[src/sv/ohash_pkg.sv]
// shared types and constants of the open addressing hash table
`default_nettype none
package ohash_pkg;
    localparam int TABLE_DEPTH = 1024;
    localparam int ADDR_W      = $clog2(TABLE_DEPTH);
    localparam int SIZE_W      = 11;
    localparam int KEY_W       = 32;
    localparam int VAL_W       = 32;
    localparam int DIV_BITS    = 4;
    localparam int DIV_STEPS   = KEY_W / DIV_BITS;
    localparam int DIV_CNT_W   = $clog2(DIV_STEPS);
    localparam int CFG_IDX_W   = 2;
    localparam int CFG_DATA_W  = 11;

    localparam logic [CFG_IDX_W-1:0] CFG_TABLE_SIZE = 2'd0;
    localparam logic [CFG_IDX_W-1:0] CFG_PROBE_MODE = 2'd1;
    localparam logic [SIZE_W-1:0]    SIZE_RESET     = 11'd1024;

    typedef enum logic [1:0] {
        REQ_FIND   = 2'd0,
        REQ_INSERT = 2'd1,
        REQ_REMOVE = 2'd2,
        REQ_CLEAR  = 2'd3
    } req_t;

    typedef enum logic [1:0] {
        SLOT_FREE = 2'd0,
        SLOT_OCC  = 2'd1,
        SLOT_DEL  = 2'd2
    } slot_t;

    typedef enum logic [1:0] {
        RES_OK       = 2'd0,
        RES_NOTFOUND = 2'd1,
        RES_FULL     = 2'd2
    } res_t;

    typedef struct packed {
        req_t              req;
        logic [KEY_W-1:0]  key;
        logic [VAL_W-1:0]  value;
        logic [ADDR_W-1:0] home;
    } job_t;

    typedef struct packed {
        slot_t             st;
        logic [KEY_W-1:0]  key;
        logic [VAL_W-1:0]  value;
    } slot_entry_t;

    localparam int JOB_W   = $bits(job_t);
    localparam int ENTRY_W = $bits(slot_entry_t);

    typedef enum logic [1:0] {
        F_IDLE,
        F_DIV,
        F_PUSH
    } front_state_t;

    typedef enum logic [2:0] {
        B_CLEAR,
        B_IDLE,
        B_PROBE,
        B_CHECK,
        B_RESP
    } back_state_t;
endpackage
`default_nettype wire

[src/sv/ohash_fifo.sv]
// two entry queue of jobs between front and back
`default_nettype none
module ohash_fifo
    import ohash_pkg::*;
(
    input  wire logic clk,
    input  wire logic rst_n,
    input  wire logic push,
    input  job_t      push_job,
    input  wire logic pop,
    output job_t      head,
    output logic      empty,
    output logic      full
);
    job_t       mem_reg [2];
    logic       wptr_reg, rptr_reg;
    logic [1:0] cnt_reg;

    assign empty = (cnt_reg == 2'd0);
    assign full  = (cnt_reg == 2'd2);
    assign head  = mem_reg[rptr_reg];

    always_ff @(posedge clk or negedge rst_n)
    begin
        if (!rst_n)
        begin
            wptr_reg <= 1'b0;
            rptr_reg <= 1'b0;
            cnt_reg  <= 2'd0;
        end
        else
        begin
            if (push)
            begin
                wptr_reg <= ~wptr_reg;
            end
            if (pop)
            begin
                rptr_reg <= ~rptr_reg;
            end
            cnt_reg <= cnt_reg + {1'b0, push} - {1'b0, pop};
        end
    end

    always_ff @(posedge clk)
    begin
        if (push)
        begin
            mem_reg[wptr_reg] <= push_job;
        end
    end
endmodule
`default_nettype wire

[config.mk]
export PLATFORM = sky130hd
export DESIGN_NAME = ohash_fifo
export DESIGN_NICKNAME = d
export VERILOG_FILES = /design/src/sv/ohash_pkg.sv /design/src/sv/ohash_fifo.sv
export SDC_FILE = /design/constraint.sdc
export NUM_CORES = 1
export LEC_CHECK = 0
export ABC_AREA = 1
export CAP_MARGIN = 20
export CORE_UTILIZATION = 40
export DETAILED_ROUTE_END_ITERATION = 8
export DONT_BUFFER_PORTS = 1
export GPL_ROUTABILITY_DRIVEN = 0
export SYNTH_ARGS = -nofsm -noshare
export SYNTH_HDL_FRONTEND = slang
export SYNTH_SLANG_ARGS = --single-unit
[constraint.sdc]
create_clock -name clk -period 3.74 [get_ports clk]
set_clock_uncertainty 0.05 [all_clocks]
set_input_delay 0.561 -clock clk [delete_from_list [all_inputs] [get_ports clk]]
set_output_delay 0.561 -clock clk [all_outputs]
set_load 0.05 [all_outputs]
### After elaboration in Yosys (flattened, before gate mapping)

Memory sizes are Yosys's and may differ from the RTL's.
Index checks and enable logic that the tools add are counted.

| cells by class | value |
|---|---|
| add/sub/neg operators | 2 |
| eq/ne operators | 1 |
| muxes and demuxes | 2 |
| bitwise logic cells | 2 |
| reductions and logical operators | 1 |

Operators by type and width:

| cell | number |
|---|---|
| $add A2 B1 Y2 | 1 |
| $eq A2 B2 Y1 const B | 1 |
| $logic_not A2 Y1 | 1 |
| $mux W1 | 2 |
| $not A1 Y1 | 2 |
| $sub A2 B1 Y2 | 1 |

| storage, ports and cells | value |
|---|---|
| register bits after elaboration | 4 |
| bits in writable memories | 152 |
| logic and storage cells | 12 |
| memories | 1 |

Memory list:

| name | words | width | rd ports | clocked after memory_dff | wr ports | RTL line | source |
|---|---|---|---|---|---|---|---|
| mem_reg | 2 | 76 | 1 | 0 | 1 | ohash_fifo.sv:15 | `job_t mem_reg [2];` |

### Depth between registers and ports, before layout

| depth | value |
|---|---|
| depth after elaboration | 2 |
| mapped depth | 7 |
| mapped depth without buffers | 7 |

### Worst setup path after synthesis

No wires, ideal clock.

| timing path | value |
|---|---|
| kind | input-to-reg |
| start | in push |
| end | mem mem_reg[0][0] (netlist name), enable pin |
| setup time | 0.513 ns |
| data arrival time | 3.786 ns |
| data required time | 3.177 ns |
| slack | -0.608 ns |
| stages | 2 |
| cells stage by stage | inv_1 nor2_1 |

| between the ends | value |
|---|---|
| longest elaborated chain between the ends | 2 |

Ends and longest elaborated chain:

| element | RTL line | source |
|---|---|---|
| start, declared | ohash_fifo.sv:8 | `input wire logic push,` |
| $mux W1 | ohash_fifo.sv:47 | `if (push)` |
| $mux W1 (implied by the code) | ohash_fifo.sv:49 | `mem_reg[wptr_reg] <= push_job;` |
| end, declared | ohash_fifo.sv:15 |  |

No other way between the ends.

==> reports/qor.txt <==
status - finished, final reports clean
Yosys top cell area share - 76.86%
final period utilization - 78.46%
post-DP HPWL - 6.525 mm
setup violators final - 0
Routed Antenna Nets - 0
clock buffer depth - 2
CP Launch Type - flop
ys flop type - edfxtp_1
final WL - 9.817 mm
Synth area leader - edfxtp_1
actual slew at the worst max-slew pin - 1.063 ns
Worst Setup Path Type - reg2out
hold wc startpoint - push
Die Y - 123.8 um
Post-synth EDFFs - 152
final setup TNS - 0 ns
Slew Limit Fails - 0
largest cells by area after synthesis - edfxtp_1 77%, inv_1 5.2%, o21ai_1 5.1%
Post-synth top cells - 152 x edfxtp_1, 83 x inv_1, 72 x nand2_1
initial antenna violation count - 0
clock-pin slew on the worst setup and hold paths - 0.06 ns
slowest stage delay, CP - 0.83 ns
Synth warnings - 0
CTS tree - done
Ant. Diodes - 0
Mapped Cells - 422
pin count of the biggest net entering global routing - 71
CTS sink count - 156
clock latency on the worst-skew pair - 0.41 ns
DR vias - 2941
number of DRC markers in iteration 0 - 131
register area share after synthesis - 78.55%
Remaining Overflow, GRT - 0
syn nets - 504
number of synthesized register bits - 156
postcts setup bufs - 0
class of the worst hold path - in2reg
RSZ-0062 raised after global routing - no
Synth cell types - 16
DRC errors left - 0
Critical Path Fanout Max - 70
vias per cell - 4.639
top-count cell post-synth - edfxtp_1
Initial DRT Pass Iterations - 4
Root Driver - clkbuf_16
Core ar. - 14530 um2
first-pass GRT wire length - 14.50 mm
Synth Cell Area - 5938 um2
die width - 123.8 um
vias in the first global route - 2873
crit path DAT - 2.32 ns
wire per inst - 15.48 um
Slowest cell on crit path - o21ai_1
max FFs per register - 152
Initial Utilization - 40.86%
Hold Vio Cnt, Final - 0
area delta synth->final - 12.92%
row count - 44
CP startpoint - rptr_reg
Period minus WS final - 2.934 ns
Filler cells - 1301
fmax - 0.3408 GHz
Critical R2R Launch - wptr_reg
share of cells above drive strength 1 - 14.22%
port buffer count - 0
CTS buffer count - 17
crit-path cells - buf_12 -> o21ai_1
DIE AREA - 15340 um2
max-cap violations - 0
Syn Area/Cell - 14.07 um2
IO Pins - 158
layout net count - 519
htree depth - 4
CP required - 3.13 ns
Max transition margin - 28.64%
Tot GR Track Use - 13.37%
CP Capture Type - output port
Post-synth ARST share - 2.564%
## metrics by stage
stage               cell area (um2)  util [%]  std cells  worst slack, ns  hold WS (ns)
detailed placement             6143     42.27        601            1.265        0.2155
global placement               6143     42.27        601            1.294        0.2155
global route                   6705     46.13        634           0.6713        0.1611
floorplan                      5941         -        422           0.7096        0.2154
CTS                            6705     46.13        634           0.8046        0.1512
finish                         6705     46.13        634           0.8056        0.1787
## final timing paths
path | end | slack, ns | cells past startpoint
hold / removal | wptr_reg | 0.18 | 1
hold reg to reg | wptr_reg | 0.50 | 1
setup / recovery | head[72] | 0.81 | 2
max in group asynchronous | rptr_reg | 3.07 | 1
setup reg to reg | mem_reg[1][4] | 1.90 | 3
min in group asynchronous | rptr_reg | 0.37 | 1
## cell type report
cell class / count / area [um2] / share of cell area [%]
flip-flops and latches: 156 / 4668 / 69.62
multi-input cells: 166 / 817.0 / 12.19
clock buffers: 17 / 425.4 / 6.344
inverters: 83 / 312.8 / 4.665
well taps: 184 / 230.2 / 3.433
clock inverters: 15 / 126.4 / 1.885
repair buffers: 13 / 125.1 / 1.866
## logic make-up after synthesis
| family | count (synthesis) | share of synthesized area (%) |
|---|---|---|
| flip-flops | 156 | 78.55 |
| buffers and inverters | 100 | 7.817 |
| AND/OR/NAND/NOR | 86 | 5.879 |
| AO/OA/AOI/OAI | 76 | 7.037 |
| XOR/XNOR | 2 | 0.2950 |
| adder cells (fa/ha/maj) | 2 | 0.4213 |
## worst max-delay path, delay by kind of cell (launching register included)
family,cells,cell delay (ns)
buffers and inverters,1,0.29
AOI/OAI and AO/OA,1,0.83
DFF,1,0.71
## layer usage
metal  vias up  wire length, um  global-route usage (%)
li1       1448                -                       -
met1      1356             3496                   13.08
met2       124             4676                   21.53
met3        13             1469                   8.562
met4         0              174                   7.229
met5         -                0                       0
## placed cells by master (no fill, tap or decap), types with 2 or more instances in the layout
| cell | instances |
|---|---|
| edfxtp_1 | 152 |
| inv_1 | 82 |
| nand2_1 | 72 |
| o21ai_1 | 66 |
| clkbuf_16 | 17 |
| nand2_2 | 10 |
| o21ai_2 | 10 |
| buf_4 | 10 |
| clkinv_4 | 5 |
| clkinv_2 | 3 |
| clkinv_1 | 3 |
| clkinvlp_4 | 3 |
| dfrtp_1 | 3 |
| nor2_1 | 2 |
| xor2_1 | 2 |
| ha_1 | 2 |
| buf_12 | 2 |
## timing repair
action / CTS / global route
hold endpoints to repair: 4 / 0
gates resized for setup: 0 / 0
hold buffers: 1 / 0
Power is not shown: default switching activity piles up to over one toggle a cycle in this logic, so the estimate is an artifact.
