**src/sv/ohash_pkg.sv**
```systemverilog
// shared types and constants of the open addressing hash table
`default_nettype none
package ohash_pkg;
    localparam int TABLE_DEPTH = 1024;
    localparam int ADDR_W      = $clog2(TABLE_DEPTH);
    localparam int SIZE_W      = 11;
    localparam int KEY_W       = 32;
    localparam int VAL_W       = 32;
    localparam int DIV_BITS    = 4;
    localparam int DIV_STEPS   = KEY_W / DIV_BITS;
    localparam int DIV_CNT_W   = $clog2(DIV_STEPS);
    localparam int CFG_IDX_W   = 2;
    localparam int CFG_DATA_W  = 11;

    localparam logic [CFG_IDX_W-1:0] CFG_TABLE_SIZE = 2'd0;
    localparam logic [CFG_IDX_W-1:0] CFG_PROBE_MODE = 2'd1;
    localparam logic [SIZE_W-1:0]    SIZE_RESET     = 11'd1024;

    typedef enum logic [1:0] {
        REQ_FIND   = 2'd0,
        REQ_INSERT = 2'd1,
        REQ_REMOVE = 2'd2,
        REQ_CLEAR  = 2'd3
    } req_t;

    typedef enum logic [1:0] {
        SLOT_FREE = 2'd0,
        SLOT_OCC  = 2'd1,
        SLOT_DEL  = 2'd2
    } slot_t;

    typedef enum logic [1:0] {
        RES_OK       = 2'd0,
        RES_NOTFOUND = 2'd1,
        RES_FULL     = 2'd2
    } res_t;

    typedef struct packed {
        req_t              req;
        logic [KEY_W-1:0]  key;
        logic [VAL_W-1:0]  value;
        logic [ADDR_W-1:0] home;
    } job_t;

    typedef struct packed {
        slot_t             st;
        logic [KEY_W-1:0]  key;
        logic [VAL_W-1:0]  value;
    } slot_entry_t;

    localparam int JOB_W   = $bits(job_t);
    localparam int ENTRY_W = $bits(slot_entry_t);

    typedef enum logic [1:0] {
        F_IDLE,
        F_DIV,
        F_PUSH
    } front_state_t;

    typedef enum logic [2:0] {
        B_CLEAR,
        B_IDLE,
        B_PROBE,
        B_CHECK,
        B_RESP
    } back_state_t;
endpackage
`default_nettype wire

```
**src/sv/ohash_front.sv**
```systemverilog
// front end: accepts items and computes the home slot by digit-serial modulo
`default_nettype none
module ohash_front
    import ohash_pkg::*;
(
    input  wire logic              clk,
    input  wire logic              rst_n,
    input  wire logic              hold,
    input  wire logic [SIZE_W-1:0] size,
    input  wire logic              in_valid,
    output logic                   in_ready,
    input  wire logic [1:0]        req_type,
    input  wire logic [KEY_W-1:0]  key,
    input  wire logic [VAL_W-1:0]  value,
    output logic                   push,
    output job_t                   push_job,
    input  wire logic              q_full
);
    front_state_t         state_reg, state_next;
    logic [DIV_CNT_W-1:0] cnt_reg, cnt_next;
    logic [SIZE_W-1:0]    rem_reg, rem_next;
    logic [KEY_W-1:0]     shift_reg, shift_next;
    job_t                 job_reg, job_next;

    always_ff @(posedge clk or negedge rst_n)
    begin
        if (!rst_n)
        begin
            state_reg <= F_IDLE;
            cnt_reg   <= '0;
        end
        else
        begin
            state_reg <= state_next;
            cnt_reg   <= cnt_next;
        end
    end

    always_ff @(posedge clk)
    begin
        rem_reg   <= rem_next;
        shift_reg <= shift_next;
        job_reg   <= job_next;
    end

    always_comb
    begin
        logic [SIZE_W:0] t;
        state_next = state_reg;
        cnt_next   = cnt_reg;
        rem_next   = rem_reg;
        shift_next = shift_reg;
        job_next   = job_reg;
        in_ready   = 1'b0;
        push       = 1'b0;
        push_job   = job_reg;
        case (state_reg)
            F_IDLE:
            begin
                in_ready = !hold;
                if (in_valid && !hold)
                begin
                    job_next.req   = req_t'(req_type);
                    job_next.key   = key;
                    job_next.value = value;
                    job_next.home  = '0;
                    shift_next     = key;
                    rem_next       = '0;
                    cnt_next       = '0;
                    state_next     = F_DIV;
                end
            end
            F_DIV:
            begin
                // restoring remainder, a few key bits per cycle, msb first
                t = '0;
                for (int j = 0; j < DIV_BITS; j++)
                begin
                    t = {rem_next, shift_reg[KEY_W-1-j]};
                    if (t >= {1'b0, size})
                    begin
                        t = t - {1'b0, size};
                    end
                    rem_next = t[SIZE_W-1:0];
                end
                shift_next = shift_reg << DIV_BITS;
                cnt_next   = cnt_reg + 1'b1;
                if (cnt_reg == DIV_CNT_W'(DIV_STEPS - 1))
                begin
                    state_next = F_PUSH;
                end
            end
            F_PUSH:
            begin
                push_job.home = rem_reg[ADDR_W-1:0];
                if (!q_full)
                begin
                    push       = 1'b1;
                    state_next = F_IDLE;
                end
            end
            default:
            begin
                state_next = F_IDLE;
            end
        endcase
    end
endmodule
`default_nettype wire

```
**config.mk**
```make
export PLATFORM = sky130hd
export DESIGN_NAME = ohash_front
export DESIGN_NICKNAME = d
export VERILOG_FILES = /design/src/sv/ohash_pkg.sv /design/src/sv/ohash_front.sv
export SDC_FILE = /design/constraint.sdc
export NUM_CORES = 1
export LEC_CHECK = 0
export ABC_AREA = 1
export BUFFER_PORTS_ARGS = -buffer_cell sky130_fd_sc_hd__buf_2
export CORE_ASPECT_RATIO = 0.75
export CORE_MARGIN = 1.5
export CORE_UTILIZATION = 59
export DETAILED_ROUTE_END_ITERATION = 10
export PLACE_DENSITY = 0.88
export SYNTH_ARGS = -nofsm -noshare
export SYNTH_HDL_FRONTEND = slang
export SYNTH_SLANG_ARGS = --single-unit
```
**constraint.sdc**
```tcl
create_clock -name clk -period 15 [get_ports clk]
set_clock_uncertainty 0.2 [all_clocks]
set_input_delay 1.5 -clock clk [delete_from_list [all_inputs] [get_ports clk]]
set_output_delay 1.5 -clock clk [all_outputs]
set_load 0.03 [all_outputs]
```
# After elaboration in Yosys (flattened, before gate mapping)
# Cells that the tools add are included.
dict set report word_totals {
  regBits 114
  latch_bits 0
  ramBits 0
  romBits 0
  input_bits 82
  output_inout_bits 78
  word_cells 50
  memories 0
}
dict set report op_classes {
  addsub 5
  n_mul 0
  n_div 0
  n_lt_le_gt_ge 4
  eq_ne 6
  shifts 0
  n_mux 21
  n_bitwise 0
  n_reduce_logical 7
}
# cell count
set ops {}
lappend ops {{$mux 11} 8}
lappend ops {{$pmux 32 s2} 1}
lappend ops {{$ge 12x11->1} 4}
lappend ops {{$sub 11x11->11} 4}
lappend ops {{$mux 32} 1}
lappend ops {{$pmux 11 s2} 1}
lappend ops {{$mux 10} 1}
lappend ops {{$mux 2} 3}
lappend ops {{$ne 2x2->1 const B} 3}
lappend ops {{$pmux 2 s3} 1}
lappend ops {{$pmux 3 s2} 1}
lappend ops {{$reduce_and 2->1} 2}
lappend ops {{$add 3x1->3 const B} 1}
lappend ops {{$eq 3x3->1 const B} 1}
lappend ops {{$mux 1} 3}
lappend ops {{$mux 3} 1}
lappend ops {{$reduce_and 3->1} 1}
lappend ops {{$eq 2x1->1 const B} 1}
lappend ops {{$eq 2x2->1 const B} 1}
lappend ops {{$logic_not 2->1} 1}
lappend ops {{$reduce_bool 2->1} 1}
lappend ops {{$logic_and 1x1->1} 1}
lappend ops {{$logic_not 1->1} 1}

# Logic depth before layout (Yosys ltp)
# Gate-level depths: netlist of run 1.
dict set report logic_depth {
  ltp_word 12
  depth_mapped 49
  ltp_nobuf 48
}

# Least setup slack after synthesis of run 1
# OpenSTA, ideal clock, no wires.
dict set report synth_path {
  path_type {input port to flip-flop}
  from {in size[0]}
  to {reg rem_reg[9] (data pin)}
  setup_ns 0.266
  arrival_time_ns 7.558
  required_time_ns 14.534
  slack_ns 6.976
  cell_stages 45
  path_buffers 3
  cell_sequence {ha_1 -> fa_1 -> inv_1 -> nand3_1 -> nand3_1 -> nand2_2 -> nand3_2 -> buf_4 -> o21ai_0 -> nand2_1 -> inv_1 -> ha_1 -> inv_1 -> o21ai_0 -> nand3_1 -> nand4_1 -> nand2_1 -> nand3_4 -> [9 not listed] -> nand2_1 -> inv_1 -> nor2_1 -> nand3_4 -> o21ai_0 -> inv_1 -> fa_1 -> o21ai_0 -> a21oi_1 -> o21ai_0 -> nand2_1 -> nand3_1 -> inv_1 -> nand3_4 -> buf_6 -> nand2_1 -> nand2_1 -> nor2_1}
}
dict set report synth_via {
  elab_chain_cells 12
  word_cells_on_any_way 16
  cone_classes {4 x add/sub; 4 x order compare; 8 x mux}
}
# element line_no
set synth_lines {}
lappend synth_lines {{start: declaration} ohash_front.sv:9} ;# input wire logic [SIZE_W-1:0] size,
lappend synth_lines {{$sub 11x11->11 or $ge 12x11->1 (tied branches)} {ohash_front.sv:82, ohash_front.sv:80}}
lappend synth_lines {{$mux 11} ohash_front.sv:80} ;# if (t >= {1'b0, size})
lappend synth_lines {{$mux 11} ohash_front.sv:57} ;# case (state_reg)
lappend synth_lines {{$sub 11x11->11 or $ge 12x11->1 (tied branches)} {ohash_front.sv:82, ohash_front.sv:80}}
lappend synth_lines {{$mux 11} ohash_front.sv:80}
lappend synth_lines {{$mux 11} ohash_front.sv:57}
lappend synth_lines {{$sub 11x11->11 or $ge 12x11->1 (tied branches)} {ohash_front.sv:82, ohash_front.sv:80}}
lappend synth_lines {{$mux 11} ohash_front.sv:80}
lappend synth_lines {{$mux 11} ohash_front.sv:57}
lappend synth_lines {{$sub 11x11->11 or $ge 12x11->1 (tied branches)} {ohash_front.sv:82, ohash_front.sv:80}}
lappend synth_lines {{$mux 11 *} ohash_front.sv:80}
lappend synth_lines {{$pmux 11 s2 *} ohash_front.sv:57}
lappend synth_lines {{end signal: assignment} ohash_front.sv:41} ;# rem_reg <= rem_next;
lappend synth_lines {{end: declaration} ohash_front.sv:21} ;# logic [SIZE_W-1:0] rem_reg, rem_next;
# Mark *: on every way between the ends. The rest lies on a longest branch, timed or not. The select of a mux whose other input is x is not followed.
# A chain may end at the register's enable or synchronous reset.

# Worst setup path in the final report of run 1
dict set report layout_path {
  from {in size[7]}
  to {reg rem_reg[2] (data pin)}
}
dict set report layout_via {
  elab_chain_cells 12
  word_cells_on_any_way 16
  cone_classes {4 x add/sub; 4 x order compare; 8 x mux}
}
# element line_no
set layout_lines {}
lappend layout_lines {{$sub 11x11->11 or $ge 12x11->1 (tied branches)} {ohash_front.sv:82, ohash_front.sv:80}}
lappend layout_lines {{$mux 11} ohash_front.sv:80}
lappend layout_lines {{$mux 11} ohash_front.sv:57}
lappend layout_lines {{$sub 11x11->11 or $ge 12x11->1 (tied branches)} {ohash_front.sv:82, ohash_front.sv:80}}
lappend layout_lines {{$mux 11} ohash_front.sv:80}
lappend layout_lines {{$mux 11} ohash_front.sv:57}
lappend layout_lines {{$ge 12x11->1 or $sub 11x11->11 (tied branches)} {ohash_front.sv:80, ohash_front.sv:82}}
lappend layout_lines {{$mux 11} ohash_front.sv:80}
lappend layout_lines {{$mux 11} ohash_front.sv:57}
lappend layout_lines {{$sub 11x11->11 or $ge 12x11->1 (tied branches)} {ohash_front.sv:82, ohash_front.sv:80}}
lappend layout_lines {{$mux 11 *} ohash_front.sv:80}
lappend layout_lines {{$pmux 11 s2 *} ohash_front.sv:57}
# Marks and branches as above.

==> reports/metrics.cfg, run 1 <==
[floorplanning]
die_h_um = 96.46
rows = 33
io_pins = 160
die_area_um2 = 12310
start_util_pct = 61.64
core_um2 = 11150
fp.dieW_um = 127.6

[timing]
finalHoldViolations = 0
slew_headroom_pct = 29.33
fmax_mhz = 108.9
fin_ws_ns = 5.815
final-max-slew-violation-count = 0
rsz0062_at_grt = no
setup_violations = 0
tns_ns = 0
worst_slew_pin_slew_ns = 1.056
min_period_ns = 9.185
finalCritPeriodShare_pct = 61.23

[placed_design]
dp_slack_ns = 5.728
io_buffers = 159
gp_congestion = 1.006
dpl_cell_area_um2 = 7806
dp_hpwl_um = 13750

[yosys]
ys_warn_count = 0
synth-seq-cells = 114
syn_avg_cell_area_um2 = 8.810
synth.distinct_cells = 38
syn_area_um2 = 6872
syn-instance-count = 780
synth-seq-area-share_pct = 49.45
syn_nets = 912

[global_route]
grt_pass1_wl_um = 28560
grt.total_usage_pct = 31.20
grt_max_degree = 59
overflow = 0
grt_pass1_vias = 5709
antenna_found_initial = 0

[routing]
wl_um = 18800
routedWlPerCell_um = 17.07
viasPerCell = 5.571
antenna_left = 0
dr.first_iter.drc_count = 817
dr.pass1.iters = 7
num_vias = 6134
drc = 0

[clock_network]
clockBufferDepth = 2
htreeDepth = 4
clk_pin_slew_ns = 0.05
cts_tree = done
cts_hold_buf = 0
postCtsResizedCells = 0
cts_buffers = 17
post_cts_buffers = 0
clock_sinks = 114
root_buffer = clkbuf_16
insertion_delay_ns = 0.40

[setup_path]
cp.arrival_ns = 9.11
slowest_delay_ns = 0.44
worstSetupPathType = input port to register
slowest_stage = fa_1
cp_data_required_time_ns = 14.93
rr_endpoint = rem_reg[2]$_SDFFCE_PN0P_
worst_path_most_repeated_cell = nand2_1
timing.rr.start = shift_reg[31]$_DFFE_PP_
critPathLaunchType = input port
path_max_fanout = 15
reg2reg_depth = 41
end_kind = register
reg2reg_slack_ns = 6.77

[run_status]
status = completed

[layout]
antenna_cells = 0
final_cell_mix = nand2_1, buf_2, edfxtp_1
largest_register_ffs = 66
design_area_um2 = 8382
final_common_cell = nand2_1
fin_nets = 1080
synthToLayoutAreaGrowth_pct = 21.98
fin_util_pct = 75.19
layout-drive-gt1-share_pct = 22.79

[hold_path]
hp-start = cnt_reg[0]$_DFFE_PN0P_
hold_path_depth = 1
hp-class = register to register
holdPathEnd = cnt_reg[0]$_DFFE_PN0P_

[flow_run]
maxCapViolCount = 0

## per-layer routing
metal | share of wire, % | wire length [um] | vias up | GRT usage, %
met5 | 0 | 0 | - | 0
met4 | 3.0 | 558 | 0 | 12.55
met3 | 9.8 | 1846 | 55 | 9.251
met2 | 46 | 8715 | 353 | 50.77
met1 | 41 | 7678 | 2821 | 39.87
li1 | - | - | 2905 | -
## cell families after synthesis
kind of cell | after synthesis | share of synthesized area, %
compound gates | 69 | 5.554
xor+xnor | 29 | 3.696
fa+ha+maj | 50 | 9.541
buf+inv | 121 | 6.828
flops | 114 | 49.45
simple gates | 397 | 24.93
## how the worst max path moves through the flow
stage / startpoint / slack [ns] / to / cells past startpoint
after floorplan: size[0] / 6.98 / rem_reg[9]$_SDFFCE_PN0P_ / 45
after global placement: size[7] / 5.96 / rem_reg[10]$_SDFFCE_PN0P_ / 41
after detailed placement: size[7] / 5.73 / rem_reg[4]$_SDFFCE_PN0P_ / 41
after CTS: size[7] / 6.05 / rem_reg[2]$_SDFFCE_PN0P_ / 41
after global routing: size[7] / 5.17 / rem_reg[2]$_SDFFCE_PN0P_ / 41
final: size[7] / 5.81 / rem_reg[2]$_SDFFCE_PN0P_ / 41
## Yosys cell counts
cell type | n | area share (%)
a21boi_0 | 2 | 0.22
a21boi_2 | 1 | 0.16
a21o_1 | 1 | 0.11
a21oi_1 | 31 | 2.3
a31o_2 | 1 | 0.13
a31oi_1 | 1 | 0.091
and3_1 | 1 | 0.091
buf_1 | 1 | 0.055
buf_2 | 3 | 0.22
buf_4 | 1 | 0.11
buf_6 | 1 | 0.16
clkbuf_1 | 7 | 0.38
dfrtp_1 | 5 | 1.8
edfxtp_1 | 109 | 48
fa_1 | 4 | 1.2
ha_1 | 46 | 8.4
inv_1 | 104 | 5.7
inv_2 | 4 | 0.22
nand2_1 | 252 | 14
nand2_2 | 6 | 0.55
nand2_4 | 2 | 0.33
nand3_1 | 31 | 2.3
nand3_2 | 6 | 0.87
nand3_4 | 3 | 0.76
nand3b_1 | 2 | 0.22
nand4_1 | 15 | 1.4
nor2_1 | 70 | 3.8
nor2_2 | 2 | 0.18
nor2_4 | 2 | 0.33
nor3_1 | 4 | 0.29
nor4_1 | 1 | 0.091
o2111ai_1 | 2 | 0.25
o21ai_0 | 27 | 2.0
o21bai_1 | 1 | 0.11
o221ai_1 | 1 | 0.13
o41ai_1 | 1 | 0.13
xnor2_1 | 12 | 1.5
xor2_1 | 17 | 2.2
## worst max-delay path: cells and delay by family
kind | cells | cell delay [ns]
AOI/OAI and AO/OA | 11 | 2.86
and+or+nand+nor | 19 | 2.50
adders and majority gates | 4 | 1.50
buffers and inverters | 7 | 0.73
## cell type report
cell class                      instances  area (um^2)
Clock buffer                           20        436.7
Tap cell                              140        175.2
Inverter                              108        405.4
Multi-Input combinational cell        545         3009
Sequential cell                       114         3398
Fill cell                             779         2766
Timing Repair Buffer                  162        818.3
Clock inverter                         12        138.9
## per-stage QoR
| stage | hold WS, ns | std cells |
|---|---|---|
| floorplan | 0.2498 | 780 |
| global placement | 0.2681 | 1069 |
| detailed placement | 0.2799 | 1069 |
| CTS | 0.2968 | 1101 |
| global route | 0.3223 | 1101 |
| finish | 0.2898 | 1101 |
Power of run 1 is not shown: default switching activity piles up to over one toggle a cycle in this logic, so the estimate is an artifact.
==> run 2, diff against run 1 <==
Settings changed: CORE_UTILIZATION 59 to 49, PLACE_DENSITY 0.88 to 0.79.
Clock period 15 ns to 7.75 ns, I/O delays scaled along.
==> reports/metrics.cfg, run 2 (same netlist as run 1, synthesis figures left out) <==
[global_route]
grt_pass1_vias = 6012
overflow = 0
use_met1_pct = 36.86
use_met2_pct = 39.52
grt_max_degree = 67
grt.total_usage_pct = 26.67
top_usage_layer = met2
grt_pass1_wl_um = 30010
met3_usage_pct = 9.223
antenna_found_initial = 1

[clock_network]
cts_tree = done
clk_pin_slew_ns = 0.05
clock_sinks = 114
clockBufferDepth = 2
cts_buffers = 17
root_buffer = clkbuf_16
htreeDepth = 4
insertion_delay_ns = 0.41
post_cts_buffers = 0

[run_status]
status = complete, but fails checks
violations = DRC

[layout]
synthToLayoutAreaGrowth_pct = 30.86
fin_util_pct = 65.62
fin_nets = 1152
multi_input_area_um2 = 3042
ff_latch_area_um2 = 3398
final_cell_mix = nand2_1, buf_2, edfxtp_1
design_area_um2 = 8992
final_common_cell = nand2_1
n_fill_cell = 1091
largest_register_ffs = 66
antenna_cells = 0
layout-drive-gt1-share_pct = 29.14

[timing]
slew_headroom_pct = 31.52
finalHoldViolations = 0
final-max-slew-violation-count = 0
finalCritPeriodShare_pct = 93.99
tns_ns = 0
setup_violations = 0
worst_slew_pin_slew_ns = 1.024
whs_ns = 0.2934
fmax_mhz = 137.3
min_period_ns = 7.284

[routing]
viasPerCell = 5.158
dr.pass1.iters = 8
drc = 2
antenna_left = 0
wl_um = 19070
dr.first_iter.drc_count = 602
num_vias = 6231
routedWlPerCell_um = 15.78

[floorplanning]
core_um2 = 13700
start_util_pct = 50.15
die_area_um2 = 14750
fp.dieW_um = 139.7
io_pins = 160
rows = 37
die_h_um = 105.6

[setup_path]
cp.arrival_ns = 7.23
cp_data_required_time_ns = 7.69
end_kind = register
slowest_stage = fa_1
critPathLaunchType = input port
worst_path_most_repeated_cell = nand2_1
crit_path_start = size[0]
timing.rr.start = shift_reg[31]$_DFFE_PP_
slowest_delay_ns = 0.41
cp_num_buf_inv = 8
path_max_fanout = 13
critPathTopFamily = compound AO/OA/AOI/OAI gates
worstSetupPathType = input port to register

[flow_run]
maxCapViolCount = 0

[placed_design]
dpl_cell_area_um2 = 8383
gp_congestion = 1.068
dp_hpwl_um = 14700
io_buffers = 159

[hold_path]
hp-class = register to register
hp-start = cnt_reg[0]$_DFFE_PN0P_

run 2: repair_timing:
item / 4_1_cts / 5_1_grt
hold buffers: 1 / 0
resized for setup: 0 / 17
setup endpoints to repair: 0 / 11
hold endpoints to repair: 5 / 0
run 2: cell type report:
cell class | instances | share of cell area (%)
timing repair buffer | 234 | 15.14
inverter | 108 | 4.508
tap | 175 | 2.435
sequential | 114 | 37.79
multi-input combinational | 545 | 33.83
clock buffer | 17 | 4.731
clock inverter | 15 | 1.572
run 2: through the flow:
| step | setup WS [ns] | std cells |
|---|---|---|
| detailed placement | -0.2156 | 1175 |
| global placement | 0.02969 | 1175 |
| finish | 0.4659 | 1208 |
| floorplan | 0.4515 | 780 |
| CTS | 0.1480 | 1208 |
| global route | -0.02754 | 1208 |
run 2: worst reg2reg max path: cells and delay by family, from the launching register on:
kind / cells / cell delay, ns
adders and majority gates: 5 / 1.66
AOI/OAI and AO/OA: 11 / 2.00
buffers and inverters: 8 / 0.76
and+or+nand+nor: 18 / 1.91
DFF: 1 / 0.40
run 2: path summary, 6_finish.rpt:
check / endpoint / slack (ns) / cells past startpoint
worst max-delay path: rem_reg[10]$_SDFFCE_PN0P_ / 0.47 / 42
worst min-delay path: cnt_reg[0]$_DFFE_PN0P_ / 0.29 / 1
worst max register to register: rem_reg[10]$_SDFFCE_PN0P_ / 0.54 / 42
worst min register to register: cnt_reg[0]$_DFFE_PN0P_ / 0.29 / 1
max in group asynchronous: cnt_reg[1]$_DFFE_PN0P_ / 6.68 / 2
min in group asynchronous: state_reg[0]$_DFFE_PN0P_ / 0.53 / 2
run 2: metal layers:
metal / vias up / wire [um]
met5: - / 0
met2: 291 / 8340
met4: 0 / 370
li1: 3059 / -
met1: 2847 / 8344
met3: 34 / 2013
Power of run 2 is left out for the same reason.
==> run 3, diff against run 2 <==
==> constraint.sdc (replaced) <==
create_clock -name clk -period 7.75 [get_ports clk]
set_clock_uncertainty 0.2 [all_clocks]
set_input_delay 1.55 -clock clk [delete_from_list [all_inputs] [get_ports clk]]
set_output_delay 1.55 -clock clk [all_outputs]
set_load 0.03 [all_outputs]
==> reports/metrics.cfg, run 3 (same netlist as run 1, synthesis figures left out) <==
[run_status]
status = complete, but fails checks
violations = DRC, setup timing

[timing]
min_period_ns = 7.863
worst_slew_pin_slew_ns = 1.055
setup_violations = 10
final-max-slew-violation-count = 0
finalHoldViolations = 0
fmax_mhz = 127.2
finalCritPeriodShare_pct = 101.5
slew_headroom_pct = 29.40
fin_ws_ns = -0.1133
tns_ns = -0.6726

[layout]
layout.cells.non_filler = 1283
fin_nets = 1227
layout-drive-gt1-share_pct = 39.80
final_common_cell = nand2_1
design_area_um2 = 10030
antenna_cells = 0
final_cell_mix = nand2_1, buf_2, buf_4
synthToLayoutAreaGrowth_pct = 45.98
largest_register_ffs = 66

[flow_run]
maxCapViolCount = 0

[placed_design]
dp_slack_ns = -0.3426
dpl_cell_area_um2 = 8904
dp_hpwl_um = 14740
gp_congestion = 0.9868
io_buffers = 159
dp_cells = 1242

[global_route]
overflow = 0
antenna_found_initial = 0
grt.total_usage_pct = 27.66
grt_max_degree = 67
grt_pass1_vias = 6213
grt_pass1_wl_um = 31090

[setup_path]
cp_data_required_time_ns = 7.70
worst_path_most_repeated_cell = nand2_1
path_max_fanout = 8
cp.arrival_ns = 7.81
critPathLaunchType = input port
slowest_delay_ns = 0.35
slowest_stage = ha_1
worstSetupPathType = input port to register
end_kind = register

[clock_network]
htreeDepth = 4
clock_sinks = 114
cts_buffers = 17
cts_tree = done
insertion_delay_ns = 0.41
clockBufferDepth = 2
clk_pin_slew_ns = 0.05
root_buffer = clkbuf_16

[routing]
wl_um = 22880
routedWlPerCell_um = 17.83
antenna_left = 0
drc = 5
viasPerCell = 5.458
num_vias = 7002
dr.first_iter.drc_count = 930
dr.pass1.iters = 9

[floorplanning]
die_area_um2 = 14750
start_util_pct = 50.15
fp.dieW_um = 139.7
die_h_um = 105.6
io_pins = 160
rows = 37
core_um2 = 13700

[hold_path]
hp-class = register to register

==> run 3: path summary, 6_finish.rpt <==
| check | from | endpoint | slack (ns) | cells past startpoint |
|---|---|---|---|---|
| worst max register to register | shift_reg[31]$_DFFE_PP_ | rem_reg[4]$_SDFFCE_PN0P_ | 0.69 | 43 |
| worst max-delay path | size[0] | rem_reg[4]$_SDFFCE_PN0P_ | -0.11 | 43 |
| worst min register to register | cnt_reg[0]$_DFFE_PN0P_ | cnt_reg[0]$_DFFE_PN0P_ | 0.29 | 1 |
| min in group asynchronous | rst_n | state_reg[0]$_DFFE_PN0P_ | 0.74 | 1 |
| max in group asynchronous | rst_n | state_reg[1]$_DFFE_PN0P_ | 6.49 | 1 |
| worst min-delay path | cnt_reg[0]$_DFFE_PN0P_ | cnt_reg[0]$_DFFE_PN0P_ | 0.29 | 1 |
==> run 3: stage by stage <==
stage                     util, %  hold slack [ns]
final                       73.20           0.2874
after detailed placement    64.97           0.2757
after global routing        73.20           0.3129
after CTS                   69.64           0.2937
after global placement      64.97           0.2687
after floorplan                 -           0.2498
==> run 3: critical path, delay by kind of cell <==
family	cells	cell delay [ns]
buf+inv	7	0.59
compound gates	9	1.22
fa+ha+maj	5	1.51
simple gates	22	2.94
==> run 3: routing by layer <==
layer  up-vias  routed length [um]  global-route usage, %
li1       3208                   -                      -
met3       109                2465                  6.906
met4         0                1052                  11.13
met2       469               10570                  43.67
met1      3216                8792                  36.79
met5         -                   0                      0
==> run 3: repair_timing <==
action / CTS / global route
hold buffers: 0 / 0
gates resized for setup: 2 / 97
setup endpoints to repair: 11 / 11
setup buffers: 0 / 5
hold endpoints to repair: 0 / 0
pin swaps: 0 / 25
cloned: 0 / 4
==> run 3: final cells by class <==
| class | instances | area [um^2] |
|---|---|---|
| repair buffers | 305 | 1896 |
| flip-flops and latches | 114 | 3398 |
| well taps | 175 | 219.0 |
| fillers | 889 | 3672 |
| inverters | 108 | 412.9 |
| multi-input cells | 549 | 3473 |
| clock buffers | 23 | 478.0 |
| clock inverters | 9 | 153.9 |
Power of run 3 is left out for the same reason.
